File: config.mk
export PLATFORM = sky130hd
export DESIGN_NAME = recency_ordered_tlb_insert_unit
export DESIGN_NICKNAME = d
export VERILOG_FILES = /design/src/rtl/rotlb_pkg.sv /design/src/rtl/rotlb_cell.sv /design/src/rtl/recency_ordered_tlb_insert_unit.sv
export SDC_FILE = /design/constraint.sdc
export NUM_CORES = 1
export LEC_CHECK = 0
export ABC_AREA = 1
export ABC_CLOCK_PERIOD_IN_PS = 7040
export BUFFER_PORTS_ARGS = -buffer_cell sky130_fd_sc_hd__buf_2
export CAP_MARGIN = 40
export CORE_MARGIN = 2
export CORE_UTILIZATION = 34
export DETAILED_ROUTE_END_ITERATION = 10
export GPL_TIMING_DRIVEN = 0
export PLACE_DENSITY_LB_ADDON = 0.15
export SETUP_SLACK_MARGIN = 0.2
export SYNTH_ARGS = -nofsm -noshare
export SYNTH_HDL_FRONTEND = slang
export SYNTH_SLANG_ARGS = --single-unit
File: constraint.sdc
create_clock -name clk -period 7.04 [get_ports clk]
set_input_delay 0.704 -clock clk [delete_from_list [all_inputs] [get_ports clk]]
set_output_delay 0.704 -clock clk [all_outputs]
set_load 0.02 [all_outputs]
File: src/rtl/rotlb_pkg.sv
`timescale 1ns / 1ps

package rotlb_pkg;

    // per-cycle control shared by every cell of the row
    typedef struct packed {
        logic start;   // a word is being inserted this cycle
        logic evict;   // full table and no hit: whole row moves down
    } cell_ctl_t;

endpackage

File: src/rtl/rotlb_cell.sv
`timescale 1ns / 1ps

module rotlb_cell #(
    parameter int INDEX      = 0,
    parameter int IDX_W      = 4,
    parameter int CNT_W      = 5,
    parameter int PAGE_BITS  = 8,
    parameter int FRAME_BITS = 8
) (
    input  logic                  clk,
    input  rotlb_pkg::cell_ctl_t  ctl,
    input  logic [CNT_W-1:0]      count,
    input  logic [IDX_W-1:0]      tail,
    input  logic [PAGE_BITS-1:0]  page,
    input  logic [FRAME_BITS-1:0] frame,
    input  logic [PAGE_BITS-1:0]  up_page,
    input  logic [FRAME_BITS-1:0] up_frame,
    input  logic                  shift_in,
    output logic [PAGE_BITS-1:0]  page_q,
    output logic [FRAME_BITS-1:0] frame_q,
    output logic                  match,
    output logic                  shift_out
);

    localparam logic [IDX_W-1:0] MY_IDX = INDEX[IDX_W-1:0];
    localparam logic [CNT_W-1:0] MY_CNT = INDEX[CNT_W-1:0];

    logic [PAGE_BITS-1:0]  page_reg;
    logic [PAGE_BITS-1:0]  page_next;
    logic [FRAME_BITS-1:0] frame_reg;
    logic [FRAME_BITS-1:0] frame_next;
    logic                  slot_valid;
    logic                  take_new;
    logic                  take_up;

    assign slot_valid = MY_CNT < count;
    assign match      = slot_valid && (page_reg == page);
    // once a match is seen below or here, every slot up to the tail closes the gap
    assign shift_out  = shift_in || match;

    assign take_new = ctl.start && (MY_IDX == tail);
    assign take_up  = ctl.start && !take_new && (shift_out || ctl.evict) && (MY_IDX < tail);

    always_comb
    begin
        page_next  = page_reg;
        frame_next = frame_reg;
        if (take_new)
        begin
            page_next  = page;
            frame_next = frame;
        end
        else if (take_up)
        begin
            page_next  = up_page;
            frame_next = up_frame;
        end
    end

    always_ff @(posedge clk)
    begin
        page_reg  <= page_next;
        frame_reg <= frame_next;
    end

    assign page_q  = page_reg;
    assign frame_q = frame_reg;

endmodule

File: src/rtl/recency_ordered_tlb_insert_unit.sv
`timescale 1ns / 1ps
// recency-ordered translation table, insert side
// input channel: a word (page, frame) is taken at any rising edge with start high;
// busy is always low, so a new word may be offered in every cycle
// the table is a row of cells, slot 0 the oldest; every cell compares its page
// against the incoming one in the same cycle and either holds, takes its upper
// neighbour's pair, or takes the new pair
// result channel: done is high in the cycle after each start,
// carrying hit, evicted_valid, evicted_page, evicted_frame and entry_count
// throughput is one word per cycle; the compare chain
// through the row of cells sets the cycle time
// the receiver cannot stall, so results are never held back
// reset clears the entry count and done; slot contents are left as they are
// and are only read once written
module recency_ordered_tlb_insert_unit #(
    parameter int ENTRIES    = 16,
    parameter int PAGE_BITS  = 8,
    parameter int FRAME_BITS = 8
) (
    input  logic                             clk,
    input  logic                             rst_n,
    input  logic                             start,
    output logic                             busy,
    input  logic [PAGE_BITS-1:0]             page,
    input  logic [FRAME_BITS-1:0]            frame,
    output logic                             done,
    output logic                             hit,
    output logic                             evicted_valid,
    output logic [PAGE_BITS-1:0]             evicted_page,
    output logic [FRAME_BITS-1:0]            evicted_frame,
    output logic [$clog2(ENTRIES+1)-1:0]     entry_count
);

    localparam int IDX_W = $clog2(ENTRIES);
    localparam int CNT_W = $clog2(ENTRIES + 1);
    localparam logic [CNT_W-1:0] FULL_CNT = ENTRIES[CNT_W-1:0];
    localparam logic [CNT_W-1:0] LAST_CNT = FULL_CNT - 1'b1;

    logic [CNT_W-1:0]      count_reg;
    logic [CNT_W-1:0]      count_next;
    logic                  done_reg;
    logic                  hit_reg;
    logic                  hit_next;
    logic                  ev_reg;
    logic                  ev_next;
    logic [PAGE_BITS-1:0]  ev_page_reg;
    logic [PAGE_BITS-1:0]  ev_page_next;
    logic [FRAME_BITS-1:0] ev_frame_reg;
    logic [FRAME_BITS-1:0] ev_frame_next;
    logic [CNT_W-1:0]      tail_wide;
    logic [IDX_W-1:0]      tail;
    logic                  full;
    rotlb_pkg::cell_ctl_t  ctl;

    logic [PAGE_BITS-1:0]  page_q   [ENTRIES];
    logic [FRAME_BITS-1:0] frame_q  [ENTRIES];
    logic [PAGE_BITS-1:0]  up_page  [ENTRIES];
    logic [FRAME_BITS-1:0] up_frame [ENTRIES];
    logic [ENTRIES-1:0]    match_vec;
    logic [ENTRIES:0]      shift_chain;

    assign busy = 1'b0;

    assign full     = count_reg == FULL_CNT;
    assign hit_next = start && (|match_vec);
    assign ev_next  = start && full && !(|match_vec);

    assign ctl.start = start;
    assign ctl.evict = ev_next;

    // slot that receives the new pair
    always_comb
    begin
        if (|match_vec)
            tail_wide = count_reg - 1'b1;
        else if (full)
            tail_wide = LAST_CNT;
        else
            tail_wide = count_reg;
    end
    assign tail = tail_wide[IDX_W-1:0];

    assign shift_chain[0] = 1'b0;

    genvar g;
    generate
        for (g = 0; g < ENTRIES; g++)
        begin : g_cell
            if (g == ENTRIES - 1)
            begin : g_top
                assign up_page[g]  = '0;
                assign up_frame[g] = '0;
            end
            else
            begin : g_mid
                assign up_page[g]  = page_q[g+1];
                assign up_frame[g] = frame_q[g+1];
            end

            rotlb_cell #(
                .INDEX      (g),
                .IDX_W      (IDX_W),
                .CNT_W      (CNT_W),
                .PAGE_BITS  (PAGE_BITS),
                .FRAME_BITS (FRAME_BITS)
            ) u_cell (
                .clk       (clk),
                .ctl       (ctl),
                .count     (count_reg),
                .tail      (tail),
                .page      (page),
                .frame     (frame),
                .up_page   (up_page[g]),
                .up_frame  (up_frame[g]),
                .shift_in  (shift_chain[g]),
                .page_q    (page_q[g]),
                .frame_q   (frame_q[g]),
                .match     (match_vec[g]),
                .shift_out (shift_chain[g+1])
            );
        end
    endgenerate

    always_comb
    begin
        count_next = count_reg;
        if (start && !(|match_vec) && !full)
            count_next = count_reg + 1'b1;
    end

    assign ev_page_next  = ev_next ? page_q[0]  : '0;
    assign ev_frame_next = ev_next ? frame_q[0] : '0;

    always_ff @(posedge clk or negedge rst_n)
    begin
        if (!rst_n)
        begin
            count_reg <= '0;
            done_reg  <= 1'b0;
        end
        else
        begin
            count_reg <= count_next;
            done_reg  <= start;
        end
    end

    always_ff @(posedge clk)
    begin
        hit_reg      <= hit_next;
        ev_reg       <= ev_next;
        ev_page_reg  <= ev_page_next;
        ev_frame_reg <= ev_frame_next;
    end

    assign done          = done_reg;
    assign hit           = hit_reg;
    assign evicted_valid = ev_reg;
    assign evicted_page  = ev_page_reg;
    assign evicted_frame = ev_frame_reg;
    assign entry_count   = count_reg;

`ifndef SYNTH
    a_done_follows_start: assert property (@(posedge clk) disable iff (!rst_n)
        start |=> done)
        else $error("result strobe missing after an insert");

    a_count_bounded: assert property (@(posedge clk) disable iff (!rst_n)
        count_reg <= FULL_CNT)
        else $error("entry count beyond table size");

    a_evict_only_full: assert property (@(posedge clk) disable iff (!rst_n)
        (done && evicted_valid) |-> (!hit && entry_count == FULL_CNT))
        else $error("eviction reported outside a full miss");

    a_hit_keeps_count: assert property (@(posedge clk) disable iff (!rst_n)
        (done && hit) |-> (entry_count == $past(count_reg)))
        else $error("count changed on a hit");
`endif

endmodule

==> flow_summary_export.csv, run 1 <==
group,metric,value,unit
outcome,outcome,"completed",
yosys,ys_ff_latch,280,
layout,most-common-layout-cells,"nand2_1, edfxtp_1, nand3_1",
global_routing,top_usage_layer,"met2",
yosys,synth_area,0.0152,mm2
global_routing,overflow,0,
placement,dp_hpwl,38.0,mm
timing,tightestPinTransition,928,ps
routing,wirelength,51.7,mm
global_routing,gr-usage-met2,38.0,%
floorplan,die_h,215,um
critical_path,critPathLaunchType,"register",
yosys,ys_async_sr_fraction,2.14,%
cts,clk_root_buffer_cell,"clkbuf_16",
global_routing,grt_usage,22.5,%
routing,drtAntennaViolNets,0,
placement,place_congestion,0.893,
critical_path,cp.required,7220,ps
layout,n_antenna_cell,0,
timing,fin_crit,4140,ps
cts,clock_latency,550,ps
yosys,synth_flop_cell,"edfxtp_1",
yosys,synth_area_per_cell,8.44,um2
yosys,ys_warn_count,0,
cts,clockBufferDepth,3,
timing,finalHoldViolCount,0,
cts,cts-resized-gates,0,
global_routing,use_met1,28.9,%
floorplan,rows,77,
floorplan,core,0.0441,mm2
cts,cts.sinks,280,
layout,fin_nets,1906,
timing,slew_headroom,38.1,%
cts,path_clk_slew,60,ps
layout,syn_to_final_growth,14.9,%
global_routing,grt_max_degree,17,
yosys,syn_inst,1797,
timing,skew,28.6,ps
layout,final_common_cell,"nand2_1",
critical_path,cp_max_fo,16,
timing,final.setup.tns,0,ps
critical_path,reg2reg_depth,16,
routing,wl_per_cell,20.7,um
timing,slew_viol_final,0,
yosys,synth.distinct_cells,37,
timing,final-setup-viol-count,0,
floorplan,die_w,215,um
layout,postLayoutCoreUtil,39.5,%
pwr,irDropWorstVdd,0.152,mV
pwr,power_density,343,mW/mm2
floorplan,io_pins,44,
pwr,power.leakage,7.78,nW
critical_path,end_kind,"register",
routing,drt-initial-drc-count,958,
cts,cts_hold_buf,1,
yosys,seq_area_frac_synth,54.0,%
global_routing,grt_pass1_vias,11805,
global_routing,antenna_found_initial,4,
critical_path,crit_arrival,4320,ps
cts,htreeDepth,2,
layout,n_fill_cell,4549,
yosys,synth_edf_count,256,
floorplan,start_util,34.4,%
cts,cts_tree,"built",
routing,drc,0,
timing,fin_crit_sh,58.8,%
placement,port_buffers,31,
min_path,holdCritPathClass,"primary input to register",
layout,drive_gt1_share,12.9,%
cts,post_cts_buffers,0,
run,max-cap-violations,0,
min_path,hold_depth,1,
routing,num_vias,12413,
timing,max_freq,241,MHz
floorplan,die_area,0.0463,mm2
global_routing,grt_first_pass_wirelength,76.9,mm
routing,vias_per_cell,4.96,
critical_path,crit_type,"register to register",
timing,rsz0062_at_grt,"no",
routing,drt-pass1-iter-count,5,
cts,cts_inserted_buffers,35,
yosys,synth_fp_nets,1819,
global_routing,met3_usage,4.42,%
## kinds of logic (layout without fill, tap and decap cells)
kind of cell,after synthesis,after routing,synth area share (%)
AO/OA/AOI/OAI,38,38,1.42
adder cells (fa/ha/maj),3,3,0.247
flip-flops,280,280,54.0
AND/OR/NAND/NOR,1170,1170,32.8
XOR/XNOR,72,72,4.16
buffers and inverters,233,346,7.37
other,1,1,0.0247
## power breakdown
| part | internal [mW] | switching [mW] | total (mW) |
|---|---|---|---|
| registers | 2.16 | 0.117 | 2.27 |
| clock network | 1.06 | 0.722 | 1.78 |
| logic | 0.515 | 1.42 | 1.93 |
| total | 3.73 | 2.26 | 5.99 |
## layer usage
layer  vias to the layer above  share of wire (%)
met3                        79                6.5
met2                       384                 48
li1                       6009                  -
met1                      5941                 43
met4                         0                2.7
met5                         -                  0
## final timing paths
path | start | to | slack (ps)
setup / recovery | entry_count[4] | g_cell[1].u_cell.frame_q[4] | 2900
hold / removal | start | done | 280
setup reg to reg | entry_count[4] | g_cell[1].u_cell.frame_q[4] | 2900
hold reg to reg | g_cell[0].u_cell.frame_q[6] | evicted_frame[6] | 470
min in group asynchronous | rst_n | done | 520
max in group asynchronous | rst_n | entry_count[1] | 6380
## Yosys cell counts, drive strengths merged (3+ instances only)
cell type | count | area share [%]
xnor2 | 39 | 2.3
edfxtp | 256 | 51
buf | 94 | 3.9
nand2 | 754 | 19
xor2 | 33 | 1.9
o21ai | 25 | 0.82
clkbuf | 27 | 0.67
dfxtp | 18 | 2.4
ha | 3 | 0.25
a21oi | 8 | 0.34
nor3 | 7 | 0.23
nor2 | 129 | 3.8
nand4 | 21 | 0.87
dfrtp | 6 | 0.99
inv | 111 | 2.7
nand3 | 257 | 8.6
## cell type report
type / count / area, um2 / share of cell area [%]
flip-flops and latches: 280 / 8200 / 47.0
clock inverters: 10 / 108 / 0.617
well taps: 592 / 741 / 4.25
plain buffers: 121 / 698 / 4.00
multi-input cells: 1284 / 5870 / 33.7
inverters: 112 / 420 / 2.41
repair buffers: 50 / 402 / 2.30
clock buffers: 53 / 1000 / 5.75
## critical path: stages (launching register included)
cell and delay, ps:
dfrtp_1 490, nor2_2 360, nand2_1 230, nand3_1 120
nor2_1 50, nand3_1 160, nand2_1 90, inv_2 60
nand2_2 100, nor2_8 180, nand2_4 120, nor2_2 460
inv_1 110, clkbuf_1 310, o21ai_0 150, o21ai_0 140
nand2_1 620
## stage by stage
step	instance area, um2	hold WS [ps]	cells	total power [mW]	worst slack [ps]
finish	17400	276	2502	5.99	2900
global route	17400	256	2502	6.28	2600
CTS	17400	245	2502	6.01	2900
detailed placement	16300	453	2438	4.22	2510
global placement	16100	449	2420	4.18	1460
floorplan	15200	408	1797	3.57	3080
No activity file was read; power rests on OpenSTA's default activity.
==> inputs of run 2 (changes only) <==
ABC_AREA = 0   (was 1)
ABC_CLOCK_PERIOD_IN_PS = 4350   (was 7040)
clock period = 4.35 ns   (was 7.04 ns; I/O delays follow)
==> run 2 against run 1 <==
Compared with the run above:
- combinational power up 49%
- flip-flop and latch count is the same
- first-iteration DRC count decreased by 46%
- global-route usage down 5.2 points
- sequential share of layout area up 1.2 points
- clock-buffer cell count down 6
- worst hold slack lost 120 ps
- clock power increased by 56%
- routed wire length is 27% lower
- area after synthesis is 6.4% lower
- clock skew decreased by 5.3 ps
- cell count is 34% lower
==> flow_summary_export.csv, run 2 <==
group,metric,value,unit
outcome,outcome,"completed",
layout,stdcell_count,1650,
timing,max_freq,244,MHz
routing,drt-pass1-iter-count,5,
floorplan,core,0.0410,mm2
timing,skew,23.3,ps
global_routing,grt_first_pass_wirelength,56.6,mm
yosys,synth_flop_cell,"edfxtp_1",
layout,most-common-layout-cells,"edfxtp_1, mux2_2, xnor2_1",
placement,dp_cells,1551,
placement,port_buffers,34,
critical_path,crit_arrival,4350,ps
pwr,clockPowerShare,29.7,%
floorplan,die_w,208,um
layout,n_fill_cell,3877,
yosys,synth_area_leaders,"edfxtp_1, mux2_2, xnor2_1, dfxtp_1, mux2_4",
routing,drt-initial-drc-count,517,
cts,clk_root_buffer_cell,"clkbuf_16",
cts,htreeDepth,2,
timing,finalHoldViolCount,0,
timing,tightestPinTransition,689,ps
layout,n_antenna_cell,0,
min_path,min-delay-start,"start",
placement,placed_area,0.0152,mm2
run,max-cap-violations,0,
yosys,synth_common_cells,"edfxtp_1, mux2_2, xnor2_1",
yosys,synthAdderAreaFrac,0.264,%
min_path,min_to,"done",
placement,dp_hpwl,27.3,mm
yosys,synth_area,0.0142,mm2
cts,cts_inserted_buffers,34,
yosys,synth.distinct_cells,71,
pwr,power.leakage,5.87,nW
pwr,p_sw,2.92,mW
pwr,swShare,31.3,%
timing,slew_viol_final,0,
critical_path,cpLargestDelayFamily,"buffers and inverters",
pwr,power_density,549,mW/mm2
yosys,synth_top_family_by_area,"multiplexers",
critical_path,critPathLaunchType,"register",
yosys,synth-xor-area-share,8.33,%
timing,rsz0062_at_grt,"yes",
routing,vias_per_cell,5.12,
min_path,holdCritPathClass,"primary input to register",
critical_path,r2r-end,"g_cell[5].u_cell.frame_q[0]",
critical_path,worstReg2RegStart,"entry_count[3]",
layout,drive_gt1_share,42.8,%
timing,hold_ws,152,ps
critical_path,cp_max_fo,11,
layout,fin_area,0.0170,mm2
yosys,ys_warn_count,0,
cts,clockBufferDepth,3,
critical_path,end_kind,"register",
yosys,post-synth-top-area-fraction,54.1,%
yosys,ys_ff_latch,280,
yosys,synth-simple-area-share,6.82,%
cts,cts_tree,"built",
yosys,syn_inst,977,
floorplan,die_h,208,um
timing,fin_crit,4090,ps
pwr,intPower,6.43,mW
yosys,synth_compound_area_share,3.21,%
pwr,irDropWorstVdd,0.252,mV
yosys,synth_most_common_cell,"edfxtp_1",
cts,clock_latency,530,ps
layout,final_common_cell,"edfxtp_1",
critical_path,cpPeakStageDelay,380,ps
routing,drtAntennaViolNets,0,
global_routing,grt_pass1_vias,8668,
routing,wl_per_cell,23.0,um
routing,drc,0,
yosys,synth_edf_count,256,
cts,cts.sinks,280,
routing,wirelength,37.9,mm
yosys,seq_area_frac_synth,57.7,%
global_routing,grt_usage,17.3,%
layout,fin_nets,1116,
global_routing,overflow,0,
critical_path,reg2reg_depth,13,
yosys,synth_top_area_cell,"edfxtp_1",
yosys,ys_async_sr_fraction,2.14,%
timing,final.setup.tns,0,ps
floorplan,start_util,34.6,%
critical_path,crit_type,"register to register",
global_routing,grt_max_degree,17,
critical_path,r2r_slack,260,ps
critical_path,crit_slowest_cell,"dfrtp_1",
yosys,synth_fp_nets,999,
pwr,seqPwrFrac,39.5,%
floorplan,io_pins,44,
placement,place_congestion,0.937,
yosys,synth_area_per_cell,14.5,um2
pwr,pwr-share-comb,30.8,%
min_path,hold_depth,1,
critical_path,crit_buf_inv,5,
cts,path_clk_slew,60,ps
timing,fin_crit_sh,94.1,%
layout,syn_to_final_growth,19.9,%
timing,slew_headroom,54.1,%
yosys,synthMuxAreaShare,20.3,%
timing,final-setup-viol-count,0,
critical_path,crit_path_cell_trace,"clkbuf_2 > clkbuf_4 > nor3_4 > a211oi_1 > nor4_4 > nand4_1 > buf_6 > o21ai_1 > mux2i_2 > nor2b_1 > buf_2 > buf_4 > mux2_2",
floorplan,die_area,0.0434,mm2
floorplan,rows,74,
critical_path,cp.required,4610,ps
routing,num_vias,8454,
global_routing,antenna_found_initial,1,
==> run 2: cell types whose count changed after synthesis, moves of 65 or more <==
cell     before  now
inv_1        97    4
mux2_2        0  216
nand2_1     730   14
nand3_1     254   12
nor2_1      115   19
xnor2_1      39  104
==> run 2: cell families (layout without fill, tap and decap cells) <==
group           after synthesis  count (layout)
xor+xnor                    135             135
other cells                   1               1
simple gates                163             164
compound gates               58              63
mux                         248             248
fa+ha+maj                     3               3
flops                       280             280
buf+inv                      89             224
==> run 2: per-layer routing <==
| layer | vias to the layer above | wire length (um) | GRT usage, % | part of all wire [%] |
|---|---|---|---|---|
| met3 | 57 | 1640 | 2.96 | 4.3 |
| met5 | - | 0 | 0 | 0 |
| li1 | 3899 | - | - | - |
| met1 | 4292 | 18000 | 23.9 | 48 |
| met2 | 206 | 17400 | 28.2 | 46 |
| met4 | 0 | 822 | 4.24 | 2.2 |
==> run 2: what timing repair did <==
item,in CTS,in global routing
buffers inserted,16,16
setup endpoints to repair,530,409
pin swaps,10,7
hold endpoints to repair,6,0
hold buffers,1,0
resized for setup,68,49
gates cloned,3,3
==> run 2: layout make-up <==
type,count,area (um2),share of cell area [%]
Inverter,5,18.8,0.110
Clock buffer,47,963,5.66
Tap cell,532,666,3.91
Timing Repair Buffer,75,579,3.40
Clock inverter,13,110,0.647
Buffer,84,591,3.47
Sequential cell,280,8200,48.2
Multi-Input combinational cell,614,5900,34.7
==> run 2: power groups by stage <==
stage	logic [mW]	clock network, mW	registers, mW
2_1_floorplan	1.69	0	3.72
3_3_place_gp	2.34	0	3.76
3_5_place_dp	2.40	0	3.75
4_1_cts	2.67	2.86	3.70
5_1_grt	3.07	2.96	3.73
6_report	2.88	2.78	3.69
==> run 2: worst max path at each step <==
stage,start,to,slack [ps],depth (start not counted)
4_1_cts,entry_count[2],g_cell[5].u_cell.frame_q[3],200,15
2_1_floorplan,entry_count[2],g_cell[8].u_cell.frame_q[0],-50,12
5_1_grt,entry_count[3],g_cell[7].u_cell.frame_q[0],70,13
3_3_place_gp,entry_count[4],g_cell[9].u_cell.frame_q[0],-1620,11
6_report,entry_count[3],g_cell[5].u_cell.frame_q[0],260,13
3_5_place_dp,entry_count[4],g_cell[7].u_cell.frame_q[0],-1200,13
==> run 2: metrics by stage <==
stage | power (mW) | setup WS, ps | utilization (%)
after floorplan | 5.41 | -47.0 | -
after global placement | 6.10 | -1620 | 36.7
after detailed placement | 6.16 | -1200 | 37.0
after CTS | 9.23 | 198 | 40.7
after global routing | 9.77 | 71.9 | 41.5
final | 9.35 | 257 | 41.5
